$ cat config.mk
export PLATFORM = sky130hd
export DESIGN_NAME = bounded_deque_with_search_top_flat
export DESIGN_NICKNAME = d
export VERILOG_FILES = /design/src/hw/rtl/bdq_pkg.sv /design/src/hw/rtl/bdq_if.sv /design/src/hw/rtl/bdq_store.sv /design/src/hw/rtl/bounded_deque_with_search_top.sv /design/src/flat_wrapper.sv
export SDC_FILE = /design/constraint.sdc
export NUM_CORES = 1
export LEC_CHECK = 0
export ABC_AREA = 1
export BUFFER_PORTS_ARGS = -buffer_cell sky130_fd_sc_hd__buf_2
export CORE_ASPECT_RATIO = 0.5
export CORE_MARGIN = 1.5
export CORE_UTILIZATION = 39
export DETAILED_ROUTE_END_ITERATION = 8
export PLACE_DENSITY_LB_ADDON = 0.15
export SYNTH_ARGS = -nofsm -noshare
export SYNTH_HDL_FRONTEND = slang
export SYNTH_HIERARCHICAL = 1
export SYNTH_SLANG_ARGS = --single-unit
$ cat constraint.sdc
create_clock -name i_clk -period 8.8 [get_ports i_clk]
set_input_delay 1.32 -clock i_clk [delete_from_list [all_inputs] [get_ports i_clk]]
set_output_delay 1.32 -clock i_clk [all_outputs]
set_load 0.05 [all_outputs]
$ cat src/hw/rtl/bdq_pkg.sv
// Shared types for the bounded deque with search: operation codes and payload types.
package bdq_pkg;

    // Operation codes carried by a command item.
    typedef enum logic [2:0] {
        OP_ADD_FRONT = 3'd0,
        OP_ADD_BACK  = 3'd1,
        OP_REM_FRONT = 3'd2,
        OP_REM_BACK  = 3'd3,
        OP_COUNT     = 3'd4,
        OP_FIND      = 3'd5,
        OP_LENGTH    = 3'd6,
        OP_CLEAR     = 3'd7
    } t_op;

    // Stored value and the fixed-width result fields.
    typedef logic signed [31:0] t_data;
    typedef logic [4:0]         t_occ;
    typedef logic [4:0]         t_tally;
    typedef logic [3:0]         t_pos;

endpackage

$ cat src/hw/rtl/bdq_if.sv
// Valid/ready channel interfaces for command items and response items.
interface bdq_cmd_if;
    logic           valid;
    logic           ready;
    bdq_pkg::t_op   op;
    bdq_pkg::t_data value;
    bdq_pkg::t_occ  occurrence;

    modport source (output valid, output op, output value, output occurrence, input ready);
    modport sink   (input valid, input op, input value, input occurrence, output ready);
endinterface

interface bdq_rsp_if;
    logic             valid;
    logic             ready;
    bdq_pkg::t_data   removed_value;
    bdq_pkg::t_tally  tally;
    bdq_pkg::t_pos    position;
    logic             found;
    logic             still_nonempty;
    logic             rejected;

    modport source (output valid, output removed_value, output tally, output position,
                    output found, output still_nonempty, output rejected, input ready);
    modport sink   (input valid, input removed_value, input tally, input position,
                    input found, input still_nonempty, input rejected, output ready);
endinterface

$ cat src/hw/rtl/bdq_store.sv
// Entry storage: one write port and one read port with registered read data.
module bdq_store #(
    parameter int DEPTH = 16
) (
    input  logic                       i_clk,
    input  logic                       i_wr_en,
    input  logic [$clog2(DEPTH)-1:0]   i_wr_addr,
    input  bdq_pkg::t_data             i_wr_data,
    input  logic                       i_rd_en,
    input  logic [$clog2(DEPTH)-1:0]   i_rd_addr,
    output bdq_pkg::t_data             o_rd_data
);

    bdq_pkg::t_data r_mem [DEPTH];
    bdq_pkg::t_data r_rd_data;

    // Write and registered read share one clocked block.
    always_ff @(posedge i_clk) begin
        if (i_wr_en) begin
            r_mem[i_wr_addr] <= i_wr_data;
        end
        if (i_rd_en) begin
            r_rd_data <= r_mem[i_rd_addr];
        end
    end

    assign o_rd_data = r_rd_data;

endmodule

$ cat src/hw/rtl/bounded_deque_with_search_top.sv
// Top level of the bounded deque with search: sequencer, pointers and match unit.
//
// The block keeps up to DEPTH signed 32-bit values in a circular buffer and serves one
// command item at a time. An accepted command goes from the idle state to the execute
// state and then to the output state; a removal from a non-empty store also passes
// through a read-wait state, since its value comes through the registered read port of
// the entry memory. Count and find walk the stored entries through that single read port
// and one equality comparator, one entry per cycle, and stay in the scan state for a
// closing check after the last compare before the response is offered (find stops early
// once the requested occurrence is seen). While the response waits, no new command is
// taken. The entry memory needs no clearing after reset, so the block is ready as soon
// as reset is released.
module bounded_deque_with_search_top #(
    parameter int DEPTH = 16
) (
    input  logic  i_clk,
    input  logic  i_rst_n,
    bdq_cmd_if.sink   i_cmd,
    bdq_rsp_if.source o_rsp
);

    localparam int AW = $clog2(DEPTH);
    localparam int CW = $clog2(DEPTH + 1);
    localparam logic [AW:0]   DEPTH_W = (AW + 1)'(DEPTH);
    localparam logic [CW-1:0] FULL_C  = CW'(DEPTH);
    localparam logic [AW-1:0] LAST_A  = AW'(DEPTH - 1);

    typedef enum logic [2:0] {
        S_IDLE,
        S_EXEC,
        S_RDWAIT,
        S_SCAN,
        S_OUT
    } t_state;

    t_state          r_state,    n_state;
    bdq_pkg::t_op    r_op,       n_op;
    bdq_pkg::t_data  r_value,    n_value;
    bdq_pkg::t_occ   r_occ,      n_occ;
    logic [AW-1:0]   r_head,     n_head;
    logic [CW-1:0]   r_count,    n_count;
    logic [CW-1:0]   r_k,        n_k;
    logic            r_pend,     n_pend;
    logic [AW-1:0]   r_pk,       n_pk;
    logic [CW-1:0]   r_match,    n_match;
    bdq_pkg::t_data  r_removed,  n_removed;
    logic [CW-1:0]   r_tally,    n_tally;
    logic [AW-1:0]   r_pos,      n_pos;
    logic            r_found,    n_found;
    logic            r_nonempty, n_nonempty;
    logic            r_rejected, n_rejected;

    logic            c_wr_en;
    logic [AW-1:0]   c_wr_addr;
    logic            c_rd_en;
    logic [AW-1:0]   c_k;
    logic [AW:0]     c_sum;
    logic [AW-1:0]   c_slot;
    logic            c_issue;
    logic            c_hit;
    logic [CW-1:0]   c_match_inc;
    bdq_pkg::t_data  c_rd_data;

    // Offset selection feeding the shared slot adder.
    always_comb begin
        c_k = r_k[AW-1:0];
        if (r_state == S_EXEC) begin
            unique case (r_op)
                bdq_pkg::OP_ADD_BACK: c_k = AW'(r_count);
                bdq_pkg::OP_REM_BACK: c_k = AW'(r_count - CW'(1));
                default:              c_k = '0;
            endcase
        end
    end

    // Shared slot adder: (head + offset) wrapped at DEPTH with one compare and subtract.
    assign c_sum  = {1'b0, r_head} + {1'b0, c_k};
    assign c_slot = (c_sum >= DEPTH_W) ? AW'(c_sum - DEPTH_W) : c_sum[AW-1:0];

    // Scan issue and the shared equality comparator.
    assign c_issue     = (r_state == S_SCAN) && (r_k < r_count) && !r_found;
    assign c_hit       = r_pend && (c_rd_data == r_value);
    assign c_match_inc = r_match + CW'(1);

    // Next-state and datapath sequencing.
    always_comb begin
        n_state    = r_state;
        n_op       = r_op;
        n_value    = r_value;
        n_occ      = r_occ;
        n_head     = r_head;
        n_count    = r_count;
        n_k        = r_k;
        n_pend     = 1'b0;
        n_pk       = r_pk;
        n_match    = r_match;
        n_removed  = r_removed;
        n_tally    = r_tally;
        n_pos      = r_pos;
        n_found    = r_found;
        n_nonempty = r_nonempty;
        n_rejected = r_rejected;
        c_wr_en    = 1'b0;
        c_wr_addr  = c_slot;
        c_rd_en    = 1'b0;

        unique case (r_state)
            S_IDLE: begin
                if (i_cmd.valid) begin
                    n_op       = i_cmd.op;
                    n_value    = i_cmd.value;
                    n_occ      = i_cmd.occurrence;
                    n_removed  = '0;
                    n_tally    = '0;
                    n_pos      = '0;
                    n_found    = 1'b0;
                    n_nonempty = 1'b0;
                    n_rejected = 1'b0;
                    n_k        = '0;
                    n_match    = '0;
                    n_state    = S_EXEC;
                end
            end
            S_EXEC: begin
                n_state = S_OUT;
                unique case (r_op)
                    bdq_pkg::OP_ADD_FRONT: begin
                        if (r_count == FULL_C) begin
                            n_rejected = 1'b1;
                        end else begin
                            n_head    = (r_head == '0) ? LAST_A : r_head - AW'(1);
                            c_wr_en   = 1'b1;
                            c_wr_addr = n_head;
                            n_count   = r_count + CW'(1);
                        end
                    end
                    bdq_pkg::OP_ADD_BACK: begin
                        if (r_count == FULL_C) begin
                            n_rejected = 1'b1;
                        end else begin
                            c_wr_en = 1'b1;
                            n_count = r_count + CW'(1);
                        end
                    end
                    bdq_pkg::OP_REM_FRONT, bdq_pkg::OP_REM_BACK: begin
                        if (r_count != '0) begin
                            c_rd_en = 1'b1;
                            n_state = S_RDWAIT;
                        end
                    end
                    bdq_pkg::OP_COUNT, bdq_pkg::OP_FIND: begin
                        n_state = S_SCAN;
                    end
                    bdq_pkg::OP_LENGTH: begin
                        n_tally = r_count;
                    end
                    bdq_pkg::OP_CLEAR: begin
                        n_count = '0;
                        n_head  = '0;
                    end
                endcase
            end
            S_RDWAIT: begin
                // The removed value arrives from the read port this cycle.
                n_removed  = c_rd_data;
                n_count    = r_count - CW'(1);
                n_nonempty = (r_count != CW'(1));
                if (r_op == bdq_pkg::OP_REM_FRONT) begin
                    n_head = (r_head == LAST_A) ? '0 : r_head + AW'(1);
                end
                n_state = S_OUT;
            end
            S_SCAN: begin
                // Issue one read per cycle and compare the entry read the cycle before.
                if (c_issue) begin
                    c_rd_en = 1'b1;
                    n_pend  = 1'b1;
                    n_pk    = r_k[AW-1:0];
                    n_k     = r_k + CW'(1);
                end
                if (c_hit && !r_found) begin
                    if (r_op == bdq_pkg::OP_COUNT) begin
                        n_tally = r_tally + CW'(1);
                    end else begin
                        n_match = c_match_inc;
                        if ((r_occ != '0) && (32'(c_match_inc) == 32'(r_occ))) begin
                            n_found = 1'b1;
                            n_pos   = r_pk;
                        end
                    end
                end
                if (!c_issue && !r_pend) begin
                    n_state = S_OUT;
                end
            end
            S_OUT: begin
                if (o_rsp.ready) begin
                    n_state = S_IDLE;
                end
            end
        endcase
    end

    // State, pointers and registered response fields.
    always_ff @(posedge i_clk) begin
        if (!i_rst_n) begin
            r_state <= S_IDLE;
            r_head  <= '0;
            r_count <= '0;
            r_pend  <= 1'b0;
        end else begin
            r_state <= n_state;
            r_head  <= n_head;
            r_count <= n_count;
            r_pend  <= n_pend;
        end
        r_op       <= n_op;
        r_value    <= n_value;
        r_occ      <= n_occ;
        r_k        <= n_k;
        r_pk       <= n_pk;
        r_match    <= n_match;
        r_removed  <= n_removed;
        r_tally    <= n_tally;
        r_pos      <= n_pos;
        r_found    <= n_found;
        r_nonempty <= n_nonempty;
        r_rejected <= n_rejected;
    end

    // Entry memory.
    bdq_store #(
        .DEPTH (DEPTH)
    ) u_store (
        .i_clk     (i_clk),
        .i_wr_en   (c_wr_en),
        .i_wr_addr (c_wr_addr),
        .i_wr_data (r_value),
        .i_rd_en   (c_rd_en),
        .i_rd_addr (c_slot),
        .o_rd_data (c_rd_data)
    );

    // Channel handshakes and response payload.
    assign i_cmd.ready          = (r_state == S_IDLE);
    assign o_rsp.valid          = (r_state == S_OUT);
    assign o_rsp.removed_value  = r_removed;
    assign o_rsp.tally          = 5'(r_tally);
    assign o_rsp.position       = 4'(r_pos);
    assign o_rsp.found          = r_found;
    assign o_rsp.still_nonempty = r_nonempty;
    assign o_rsp.rejected       = r_rejected;

    // The fill count never passes the capacity.
    a_count_bound: assert property (@(posedge i_clk) disable iff (!i_rst_n)
        r_count <= FULL_C)
        else $error("entry count exceeds capacity");

    // The front pointer always names a slot inside the buffer.
    a_head_bound: assert property (@(posedge i_clk) disable iff (!i_rst_n)
        {1'b0, r_head} < DEPTH_W)
        else $error("head pointer out of range");

    // A pending compare always refers to a stored entry.
    a_pend_valid: assert property (@(posedge i_clk) disable iff (!i_rst_n)
        r_pend |-> ((r_state == S_SCAN) && ({1'b0, r_pk} < (AW + 1)'(r_count))))
        else $error("scan compare outside stored entries");

    // Only an add can be rejected.
    a_reject_add: assert property (@(posedge i_clk) disable iff (!i_rst_n)
        (o_rsp.valid && o_rsp.rejected) |->
            ((r_op == bdq_pkg::OP_ADD_FRONT) || (r_op == bdq_pkg::OP_ADD_BACK)))
        else $error("rejection flagged on a non-add operation");

    // An accepted command item closes the command channel on the next cycle.
    a_one_at_a_time: assert property (@(posedge i_clk) disable iff (!i_rst_n)
        (i_cmd.valid && i_cmd.ready) |=> !i_cmd.ready)
        else $error("command accepted while another is in progress");

endmodule
$ cat src/flat_wrapper.sv
// flat-port wrapper written by rule: the top's interface ports become plain ports
module bounded_deque_with_search_top_flat 
#(
    parameter int DEPTH = 16
)
  (i_clk, i_rst_n, i_cmd_valid, i_cmd_op, i_cmd_value, i_cmd_occurrence, i_cmd_ready, o_rsp_valid, o_rsp_removed_value, o_rsp_tally, o_rsp_position, o_rsp_found, o_rsp_still_nonempty, o_rsp_rejected, o_rsp_ready);
  bdq_cmd_if i_cmd_i ();
  bdq_rsp_if o_rsp_i ();
  input  logic i_clk;
  input  logic i_rst_n;
  input wire logic [$bits(i_cmd_i.valid)-1:0] i_cmd_valid;
  input wire logic [$bits(i_cmd_i.op)-1:0] i_cmd_op;
  input wire logic [$bits(i_cmd_i.value)-1:0] i_cmd_value;
  input wire logic [$bits(i_cmd_i.occurrence)-1:0] i_cmd_occurrence;
  output wire logic [$bits(i_cmd_i.ready)-1:0] i_cmd_ready;
  output wire logic [$bits(o_rsp_i.valid)-1:0] o_rsp_valid;
  output wire logic [$bits(o_rsp_i.removed_value)-1:0] o_rsp_removed_value;
  output wire logic [$bits(o_rsp_i.tally)-1:0] o_rsp_tally;
  output wire logic [$bits(o_rsp_i.position)-1:0] o_rsp_position;
  output wire logic [$bits(o_rsp_i.found)-1:0] o_rsp_found;
  output wire logic [$bits(o_rsp_i.still_nonempty)-1:0] o_rsp_still_nonempty;
  output wire logic [$bits(o_rsp_i.rejected)-1:0] o_rsp_rejected;
  input wire logic [$bits(o_rsp_i.ready)-1:0] o_rsp_ready;
  assign i_cmd_i.valid = i_cmd_valid;
  assign i_cmd_i.op = i_cmd_op;
  assign i_cmd_i.value = i_cmd_value;
  assign i_cmd_i.occurrence = i_cmd_occurrence;
  assign i_cmd_ready = i_cmd_i.ready;
  assign o_rsp_valid = o_rsp_i.valid;
  assign o_rsp_removed_value = o_rsp_i.removed_value;
  assign o_rsp_tally = o_rsp_i.tally;
  assign o_rsp_position = o_rsp_i.position;
  assign o_rsp_found = o_rsp_i.found;
  assign o_rsp_still_nonempty = o_rsp_i.still_nonempty;
  assign o_rsp_rejected = o_rsp_i.rejected;
  assign o_rsp_i.ready = o_rsp_ready;
  bounded_deque_with_search_top #(.DEPTH(DEPTH)) u_core (.i_clk(i_clk), .i_rst_n(i_rst_n), .i_cmd(i_cmd_i), .o_rsp(o_rsp_i));
endmodule
# Word-level counts from Yosys, hierarchy flattened
# Memory sizes are Yosys's and may differ from the RTL's. A register that Yosys moved wholly into a read port is not among the register bits.
# Index checks and enable logic that the tools add are counted.
# word_totals
romBits	0
register_bits	111
latch_bits	0
elab_cells	150
ram_bits	512
memories	1
out_inout_bits	46
in_bits	44
# mem_list
name	depth	word_bits	read_ports	rd_ports_with_merged_regs	write_ports	line	rtl
u_core.u_store.r_mem	16	32	1	1	1	bdq_store.sv:14	bdq_pkg::t_data r_mem [DEPTH];
# op_classes
reduce_logical	34
shifts	0
mul	0
bitwise_logic	0
mux	56
eq_ne	32
addsub	9
n_lt_le_gt_ge	2
div	0
# op_table
cell	n
one-hot mux 32 bit (2 select lines)	1
two-way mux 4 bit	13
two-way mux 5 bit	8
one-hot mux 5 bit (2 select lines)	4
equality test 32 bit	1
two-way mux 32 bit	1
one-hot mux 4 bit (2 select lines)	4
adder 5 x 1 -> 5 bit, second input constant	4
inequality test 2 bit, second input constant	9
equality test 3 bit, second input constant	5
one-hot mux 3 bit (5 select lines)	1
one-hot mux 5 bit (3 select lines)	1
two-way mux 1 bit	14
equality test 3 x 2 -> 1 bit, second input constant	4
two-way mux 3 bit	4
inequality test 3 bit, second input constant	4
AND reduction 4 bit	3
AND reduction 5 bit	2
nonzero test 5 bit	2
AND reduction 3 bit	3
one-hot mux 1 bit (2 select lines)	4
AND reduction 2 bit	4
nonzero test 2 bit	4
subtractor 4 x 1 -> 4 bit, second input constant	2
18 further kinds	31

# Logic depth before layout (Yosys ltp)
# Gate-level depths: netlist (run 1).
# logic_depth
word_depth	9
mapped_depth	18

# By module
# Netlist (run 1), hierarchy kept.
# by_module_without_submodules
module	n_inst	area_per_inst_um2	cells_per_inst
bdq_store	1	23064.6	2120
bounded_deque_with_search_top	1	5624.1	588

# Worst setup path after synthesis (run 1)
# No wires, ideal clock.
# synth_timing
kind	flip-flop to flip-flop
start	register u_core.r_state[1]
end	register u_core.r_removed[0], in the netlist u_core/o_rsp.removed_value[0], enable pin
period_less_slack_ns	4.951
setup_ns	0.391
n_path_buf	0
t_required_ns	8.409
setup_slack_ns	3.849
arrival_time_ns	4.560
path_stages_with_launch	6
path_cell_list	dfxtp_1 nor3_1 inv_1 nor2_1 inv_1 nand2_1
# synth_between
elab_chain_len	3
word_cells_on_any_way	5
classes_between	2 x eq/ne; 3 x reduce/logical
# synth_rtl
item	line	rtl
from (decl)	bounded_deque_with_search_top.sv:36	t_state r_state, n_state;
from (signal assigned)	bounded_deque_with_search_top.sv:212	r_state <= n_state;
zero test 3 bit (*)	n/a	
net i_cmd_ready	flat_wrapper.sv:15	output wire logic [$bits(i_cmd_i.ready)-1:0] i_cmd_ready;
inequality test 2 bit (no line) / nonzero test 2 bit (equally long branches)	n/a	
AND reduction 2 bit (no line) (*)	n/a	
to (signal assigned)	bounded_deque_with_search_top.sv:223	r_removed <= n_removed;
to (decl)	bounded_deque_with_search_top.sv:46	bdq_pkg::t_data r_removed, n_removed;
# The timed path passes the listed nets; every way through them passes the cells marked *.
# A chain may end at the register's enable or synchronous reset.

# Final worst setup path (run 1)
# layout_timing
start	register u_core.r_count[0]
end	register u_core.u_store.r_rd_data[27], in the netlist u_core/u_store/o_rd_data[27] (read register of u_core.u_store.r_mem) (data pin)
# layout_between
elab_chain_len	6
word_cells_on_any_way	15
classes_between	3 x add/sub; 2 x order compare; 7 x mux; 3 x reduce/logical
# layout_rtl
item	line	rtl
from (decl)	bounded_deque_with_search_top.sv:41	logic [CW-1:0] r_count, n_count;
from (signal assigned)	bounded_deque_with_search_top.sv:214	r_count <= n_count;
subtractor 5 x 1 -> 5 bit	bounded_deque_with_search_top.sv:70	bdq_pkg::OP_REM_BACK: c_k = AW'(r_count - CW'(1));
one-hot mux 4 bit (2 select lines) (*)	bounded_deque_with_search_top.sv:68	unique case (r_op)
two-way mux 4 bit (*)	bounded_deque_with_search_top.sv:67	if (r_state == S_EXEC) begin
adder 4 x 4 -> 5 bit (*)	bounded_deque_with_search_top.sv:77	assign c_sum = {1'b0, r_head} + {1'b0, c_k};
subtractor 4 x 1 -> 4 bit / greater-or-equal comparator 5 bit (equally long branches)	bounded_deque_with_search_top.sv:78	assign c_slot = (c_sum >= DEPTH_W) ? AW'(c_sum - DEPTH_W) : c_sum[AW-1:0];
two-way mux 4 bit (*)	bounded_deque_with_search_top.sv:78	
net u_core.c_slot[1]	bounded_deque_with_search_top.sv:58	logic [AW-1:0] c_slot;
to (decl)	bdq_store.sv:15	bdq_pkg::t_data r_rd_data;
# Marked as above.

==> impl_metrics.tcl, run 1 <==
set metrics [dict create \
    async_flop_share_pct 0 \
    layout_setup_ws_ns 3.85 \
    grt-ovfl-total 0 \
    fillers 6832 \
    crit_top_cell "nand3_1" \
    grt_pass1_vias 17700 \
    finalMaxSlewViolations 0 \
    worstSetupEndpoint "u_core/u_store/o_rd_data[27]$_DFFE_PP_" \
    final_hold_viol_count 0 \
    drc 0 \
    finalCritPeriodShare_pct 56.2 \
    clock_skew_ns 0.0313 \
    clock.fmax_mhz 202 \
    post-place-ws_ns 3.85 \
    syn_inst 2708 \
    grt_pass1_wl_mm 114 \
    ys_seq_elements 655 \
    dp_hpwl_mm 42.3 \
    syn2layout_area_growth_pct 11.8 \
    wl_per_cell_um 20.0 \
    grt_use_total_pct 20.2 \
    insertion_delay_ns 0.65 \
    cp_slowest_cell "buf_4" \
    worstPathMaxFanout 85 \
    vias 18600 \
    r2r_end "u_core/u_store/o_rd_data[27]$_DFFE_PP_" \
    crit_cells 12 \
    critPathTopFamily "buffers and inverters" \
    startpoint_type "register" \
    drv_cap 0 \
    place.gp.congestion 0.819 \
    status "complete, no violations" \
    startpoint "u_core/r_count[0]$_SDFFE_PN0P_" \
    synth_ff_type "edfxtp_1" \
    slew_headroom_pct 5.89 \
    cp_cell_sequence "inv_1 -> ha_1 -> o221ai_1 -> o21a_1 -> fa_4 -> buf_4 -> inv_4 -> buf_4 -> nand3_1 -> nand3_1 -> nand3_1 -> nand2_1" \
    slowest_delay_ns 1.02 \
    cts_buffers 61 \
    layout.nets 2837 \
    rows 70 \
    setup.worst_path.end_class "register" \
    critPathArrivalTime_ns 5.47 \
    cts_num_sinks 655 \
    wl_mm 76.0 \
    synth_top_area_share_pct 67.2 \
    critPathRequiredTime_ns 9.32 \
    hp-class "register to register" \
    r2r_start "u_core/r_count[0]$_SDFFE_PN0P_" \
    first_iter_violations 1731 \
    drive_above_1_share_pct 9.14 \
    path_buf_inv 4 \
    ys.warnings.count 6 \
    syn_nets 2773 \
    rr_worst_depth 12 \
    r2r_slack_ns 3.85 \
    fin_tns_setup_ns 0 \
    ys_seq_area_share_pct 68.1 \
    postRouteAntennaNets 0 \
    synth_most_common_cell "nand2_1" \
    yosysTopAreaCell "edfxtp_1" \
    coreArea_um2 73000 \
    cts_tree "yes" \
    die_x_um 387 \
    yosysUniqueCellTypes 43 \
    synth_area_leaders "edfxtp_1 67%, nand2_1 10%, nand3_1 7.2%, inv_1 6.3%, nor2_1 1.3%" \
    portBuffers 89 \
    clockRootBuffer "clkbuf_16" \
    synth.top_cells.by_count "784 x nand2_1, 642 x edfxtp_1, 480 x inv_1" \
    cts_resized 0 \
    path_clk_slew_ns 0.06 \
    viasPerCell 4.90 \
    rsz0062_at_grt "false" \
    grt_max_degree 116 \
    die_area_um2 75300 \
    avgSynthCellArea_um2 10.6 \
    h-tree-depth 2 \
    fin_crit_ns 4.95 \
    chipHeight_um 195 \
    grt_antenna_before_repair 2 \
    first_pass_iters 5 \
    worst_pin_slew_ns 1.41 \
    ioPinCount 90 \
    finalSetupViolCount 0 \
    ctsHoldBuffers 0 \
    synth_edf_count 642 \
    cts.path.max_buffers 3 \
    synthesis.area_um2 28700 \
    criticalPathCategory "register to register" \
    cts_setup_buffers 0 \
    start_util_pct 39.3 \
]
[metrics by stage]
stage,hold slack (ns),instances,utilization (%),area [um2]
after CTS,0.560,3793,43.9,32000
after global routing,0.587,3794,44.0,32100
final,0.551,3795,44.0,32100
after global placement,0.535,3679,41.1,30000
after floorplan,0.505,2708,-,28700
after detailed placement,0.545,3680,41.1,30000
[final cells by class]
type | instances | area [um2] | area share (%)
Multi-Input combinational cell | 1448 | 6720 | 21.0
Antenna cell | 1 | 2.50 | 0.00780
Clock buffer | 71 | 1590 | 4.94
Clock inverter | 42 | 473 | 1.47
Sequential cell | 655 | 19500 | 60.9
Tap cell | 972 | 1220 | 3.79
Inverter | 489 | 1850 | 5.75
Timing Repair Buffer | 117 | 688 | 2.15
[sequential cells by signal (all words and copies together) (netlist names)]
register,cells
u_core/o_rsp.rejected,1
u_core/o_rsp.found,1
u_core/r_value,32
u_core/r_pend,1
u_core/r_op,3
u_core/u_store/r_mem,512
u_core/o_rsp.removed_value,32
u_core/u_store/o_rd_data,32
u_core/r_state,3
u_core/r_occ,5
u_core/r_k,5
u_core/o_rsp.tally,5
u_core/r_match,5
u_core/r_head,4
u_core/o_rsp.still_nonempty,1
u_core/r_pk,4
u_core/o_rsp.position,4
u_core/r_count,5
[how the worst min path moves through the flow]
stage                                        startpoint                                endpoint  slack, ns  depth (start not counted)
after floorplan             u_core/r_k[1]$_SDFFCE_PN0P_                u_core/r_pk[1]$_DFFE_PN_       0.50                          0
after global placement         u_core/r_pk[3]$_DFFE_PN_  u_core/o_rsp.position[3]$_SDFFCE_PN0P_       0.54                          2
after detailed placement       u_core/r_pk[0]$_DFFE_PN_  u_core/o_rsp.position[0]$_SDFFCE_PN0P_       0.55                          2
after CTS                      u_core/r_pk[0]$_DFFE_PN_  u_core/o_rsp.position[0]$_SDFFCE_PN0P_       0.56                          2
after global routing      u_core/r_head[3]$_SDFFE_PN0P_           u_core/r_head[3]$_SDFFE_PN0P_       0.59                          2
final                          u_core/r_pk[3]$_DFFE_PN_  u_core/o_rsp.position[3]$_SDFFCE_PN0P_       0.55                          2
[layer usage]
layer	GRT usage [%]	part of all wire, %
met1	30.4	48
met2	30.6	44
met3	3.08	5.8
met4	4.83	1.9
met5	0	0.036
[logic make-up after synthesis]
family	count (synthesis)	share of synthesized area, %
xor+xnor	27	0.824
buf+inv	605	9.11
compound gates	73	1.42
simple gates	1327	19.6
flops	655	68.1
fa+ha+maj	21	0.942
[tightest hold or removal path: stages (launching register included)]
cell      delay (ns)
edfxtp_1        0.32
inv_1           0.04
nor2_1          0.08
[placed cells by master (no fill, tap or decap), drive strengths merged, types with 3 or more instances in the layout]
cell type,count
xor2,15
inv,490
nand3,416
nor2,105
edfxtp,642
nand4,6
xnor2,12
a21oi,25
clkbuf,71
nor3,7
bufinv,10
ha,20
dfxtp,13
o21ai,34
clkinv,28
clkinvlp,3
o22ai,3
buf,117
nand2,787
nand3b,3
Power of run 1 is left out: the tool's default activity adds up to more than one toggle a clock period on the data nets, which glitch-free logic cannot reach.
==> run 2: changes to the inputs <==
ABC_AREA = 0   (was 1)
clock period = 4.6 ns   (was 8.8 ns; I/O delays follow)
==> impl_metrics.tcl, run 2 <==
set metrics [dict create \
    status "complete, no violations" \
    rr_worst_depth 14 \
    fin_crit_ns 4.33 \
    synth_compound_area_share_pct 3.87 \
    place.gp.congestion 0.797 \
    viasPerCell 5.45 \
    die_x_um 365 \
    leakage_uw 0.00943 \
    ctsHoldBuffers 0 \
    rows 66 \
    setup.worst_path.end_class "register" \
    wl_mm 60.7 \
    grt_max_degree 87 \
    insertion_delay_ns 0.62 \
    diodes 0 \
    final_hold_viol_count 0 \
    chipHeight_um 184 \
    start_util_pct 39.4 \
    fin_worst_hold_slack_ns 0.238 \
    grt_use_total_pct 18.3 \
    layout.nets 1489 \
    critPathTopFamily "compound AO/OA/AOI/OAI gates" \
    grt_antenna_before_repair 0 \
    synth_simple_gate_area_share_pct 4.02 \
    synth.top_cells.by_count "642 x edfxtp_1, 128 x mux4_2, 66 x a22oi_1" \
    grt-ovfl-total 0 \
    cp_slowest_cell "dfxtp_1" \
    critPathArrivalTime_ns 4.59 \
    synthesis.area_um2 25600 \
    top_register "u_core/u_store/r_mem" \
    clock_skew_ns 0.0284 \
    finalMaxSlewViolations 0 \
    die_area_um2 67300 \
    ys.warnings.count 6 \
    largest_reg_flops 512 \
    first_pass_iters 5 \
    portBuffers 89 \
    fillers 5528 \
    synthAdderAreaFrac_pct 1.06 \
    synth_edf_count 642 \
    startpoint "u_core/r_count[0]$_SDFFE_PN0P_" \
    synthMuxAreaShare_pct 11.4 \
    drc 0 \
    h-tree-depth 2 \
    yosysUniqueCellTypes 67 \
    synth_area_leaders "edfxtp_1 75%, mux4_2 11%, a22oi_1 1.9%, xnor2_1 1.1%, dfxtp_1 1.0%" \
    path_buf_inv 2 \
    dp_hpwl_mm 37.6 \
    cts.path.max_buffers 3 \
    ys_seq_elements 655 \
    cts_num_sinks 655 \
    syn2layout_area_growth_pct 14.9 \
    worstSetupEndpoint "u_core/u_store/r_mem[12][26]$_DFFE_PP_" \
    avgSynthCellArea_um2 20.0 \
    ioPinCount 90 \
    layout_common_cells "642 x edfxtp_1, 128 x mux4_2, 89 x buf_2" \
    r2r_start "u_core/r_count[0]$_SDFFE_PN0P_" \
    p_per_area_nw_per_um2 628 \
    layout_setup_ws_ns 0.274 \
    synth_top_area_share_pct 75.3 \
    cts_tree "yes" \
    worst_pin_slew_ns 1.09 \
    wl_per_cell_um 25.8 \
    clockRootBuffer "clkbuf_16" \
    worstPathMaxFanout 26 \
    syn_nets 1344 \
    drive_above_1_share_pct 26.7 \
    hp-class "input port to register" \
    p_total_uw 18500 \
    r2r_end "u_core/u_store/r_mem[12][26]$_DFFE_PP_" \
    yosysTopAreaCell "edfxtp_1" \
    final_common_cell "edfxtp_1" \
    rsz0062_at_grt "false" \
    grt_pass1_vias 12900 \
    cts_setup_buffers 0 \
    synth_most_common_cell "edfxtp_1" \
    post-place-ws_ns 0.0927 \
    clock.fmax_mhz 231 \
    synth_top_family_by_area "multiplexers" \
    synth_xor_area_share_pct 1.81 \
    postRouteAntennaNets 0 \
    critPathRequiredTime_ns 4.86 \
    ys_seq_area_share_pct 76.4 \
    r2r_slack_ns 0.27 \
    path_clk_slew_ns 0.07 \
    slew_headroom_pct 27.0 \
    finalSetupViolCount 0 \
    first_iter_violations 1212 \
    async_flop_share_pct 0 \
    cp_cell_sequence "inv_1 -> ha_1 -> nand2_1 -> o21ai_0 -> o21ai_1 -> ha_1 -> a21o_1 -> a21oi_1 -> xor2_1 -> xnor2_1 -> mux2_2 -> nand3_1 -> nor3_4 -> buf_6" \
    crit_top_cell "ha_1" \
    drv_cap 0 \
    crit_cells 14 \
    coreArea_um2 64900 \
    syn_inst 1279 \
    cts_buffers 58 \
    grt_pass1_wl_mm 89.6 \
    criticalPathCategory "register to register" \
    vias 12800 \
    startpoint_type "register" \
    finalCritPeriodShare_pct 94.0 \
    ir_drop_v 0.000570 \
    cts_resized 0 \
    synth_ff_type "edfxtp_1" \
    slowest_delay_ns 0.55 \
]
[run 2: changes by cell type after synthesis, moves of 43 or more]
cell	delta
mux4_2	+128
inv_1	-466
a22oi_1	+65
buf_2	-43
nand2_1	-728
nor2_1	-71
nand3_1	-397
[run 2: power breakdown]
part	switching [uW]	internal [uW]
registers	409	7450
logic	3650	2330
clock network	2140	2480
[run 2: worst min-delay path by stage]
stage | from | end | slack (ns) | cells past startpoint
after floorplan | u_core/r_pk[0]$_DFFE_PN_ | u_core/o_rsp.position[0]$_SDFFCE_PN0P_ | 0.50 | 1
after global placement | u_core/r_pk[1]$_DFFE_PN_ | u_core/o_rsp.position[1]$_SDFFCE_PN0P_ | 0.50 | 1
after detailed placement | u_core/r_pk[0]$_DFFE_PN_ | u_core/o_rsp.position[0]$_SDFFCE_PN0P_ | 0.50 | 1
after CTS | i_cmd_value[28] | u_core/r_value[28]$_DFFE_PP_ | 0.20 | 1
after global routing | i_cmd_value[15] | u_core/r_value[15]$_DFFE_PP_ | 0.21 | 1
final | i_cmd_value[15] | u_core/r_value[15]$_DFFE_PP_ | 0.24 | 1
[run 2: worst reg2reg max path, cell delays in order (launching register included)]
cell,delay (ns)
dfxtp_1,0.55
inv_1,0.18
ha_1,0.37
nand2_1,0.08
o21ai_0,0.10
o21ai_1,0.29
ha_1,0.29
a21o_1,0.16
a21oi_1,0.17
xor2_1,0.21
xnor2_1,0.20
mux2_2,0.28
nand3_1,0.33
nor3_4,0.29
buf_6,0.40
[run 2: layout make-up]
type	instances	area [um2]	area share (%)
clock buffer	69	1490	5.08
clock inverter	33	260	0.885
inverter	16	60.1	0.204
multi-input combinational	544	5870	20.0
sequential	655	19500	66.5
tap	884	1110	3.76
timing repair buffer	149	1070	3.66
[run 2: logic make-up (layout without fill, tap and decap cells)]
group,after synthesis,count (layout)
flip-flops,655,655
AND/OR/NAND/NOR,197,197
AO/OA/AOI/OAI,141,141
multiplexers,132,132
buffers and inverters,80,267
XOR/XNOR,53,53
adder cells (fa/ha/maj),21,21
[run 2: stage by stage]
step                      instances  util (%)  setup TNS, ns  area, um2
after floorplan                1279         -         -30.40      25600
after global placement         2248      42.6              0      27600
after detailed placement       2248      42.6              0      27600
after CTS                      2350      45.3              0      29400
after global routing           2350      45.3              0      29400
final                          2350      45.3              0      29400
[run 2: metal layers]
metal	up-vias	share of wire [%]	wire length, um	track usage [%]
li1	5503	-	-	-
met1	6833	47	28800	28.1
met2	418	45	27300	27.5
met3	61	6.5	3930	3.38
met4	0	1.3	762	3.29
met5	-	0	0	0
Note: power is estimated with default switching activity, not from simulation.
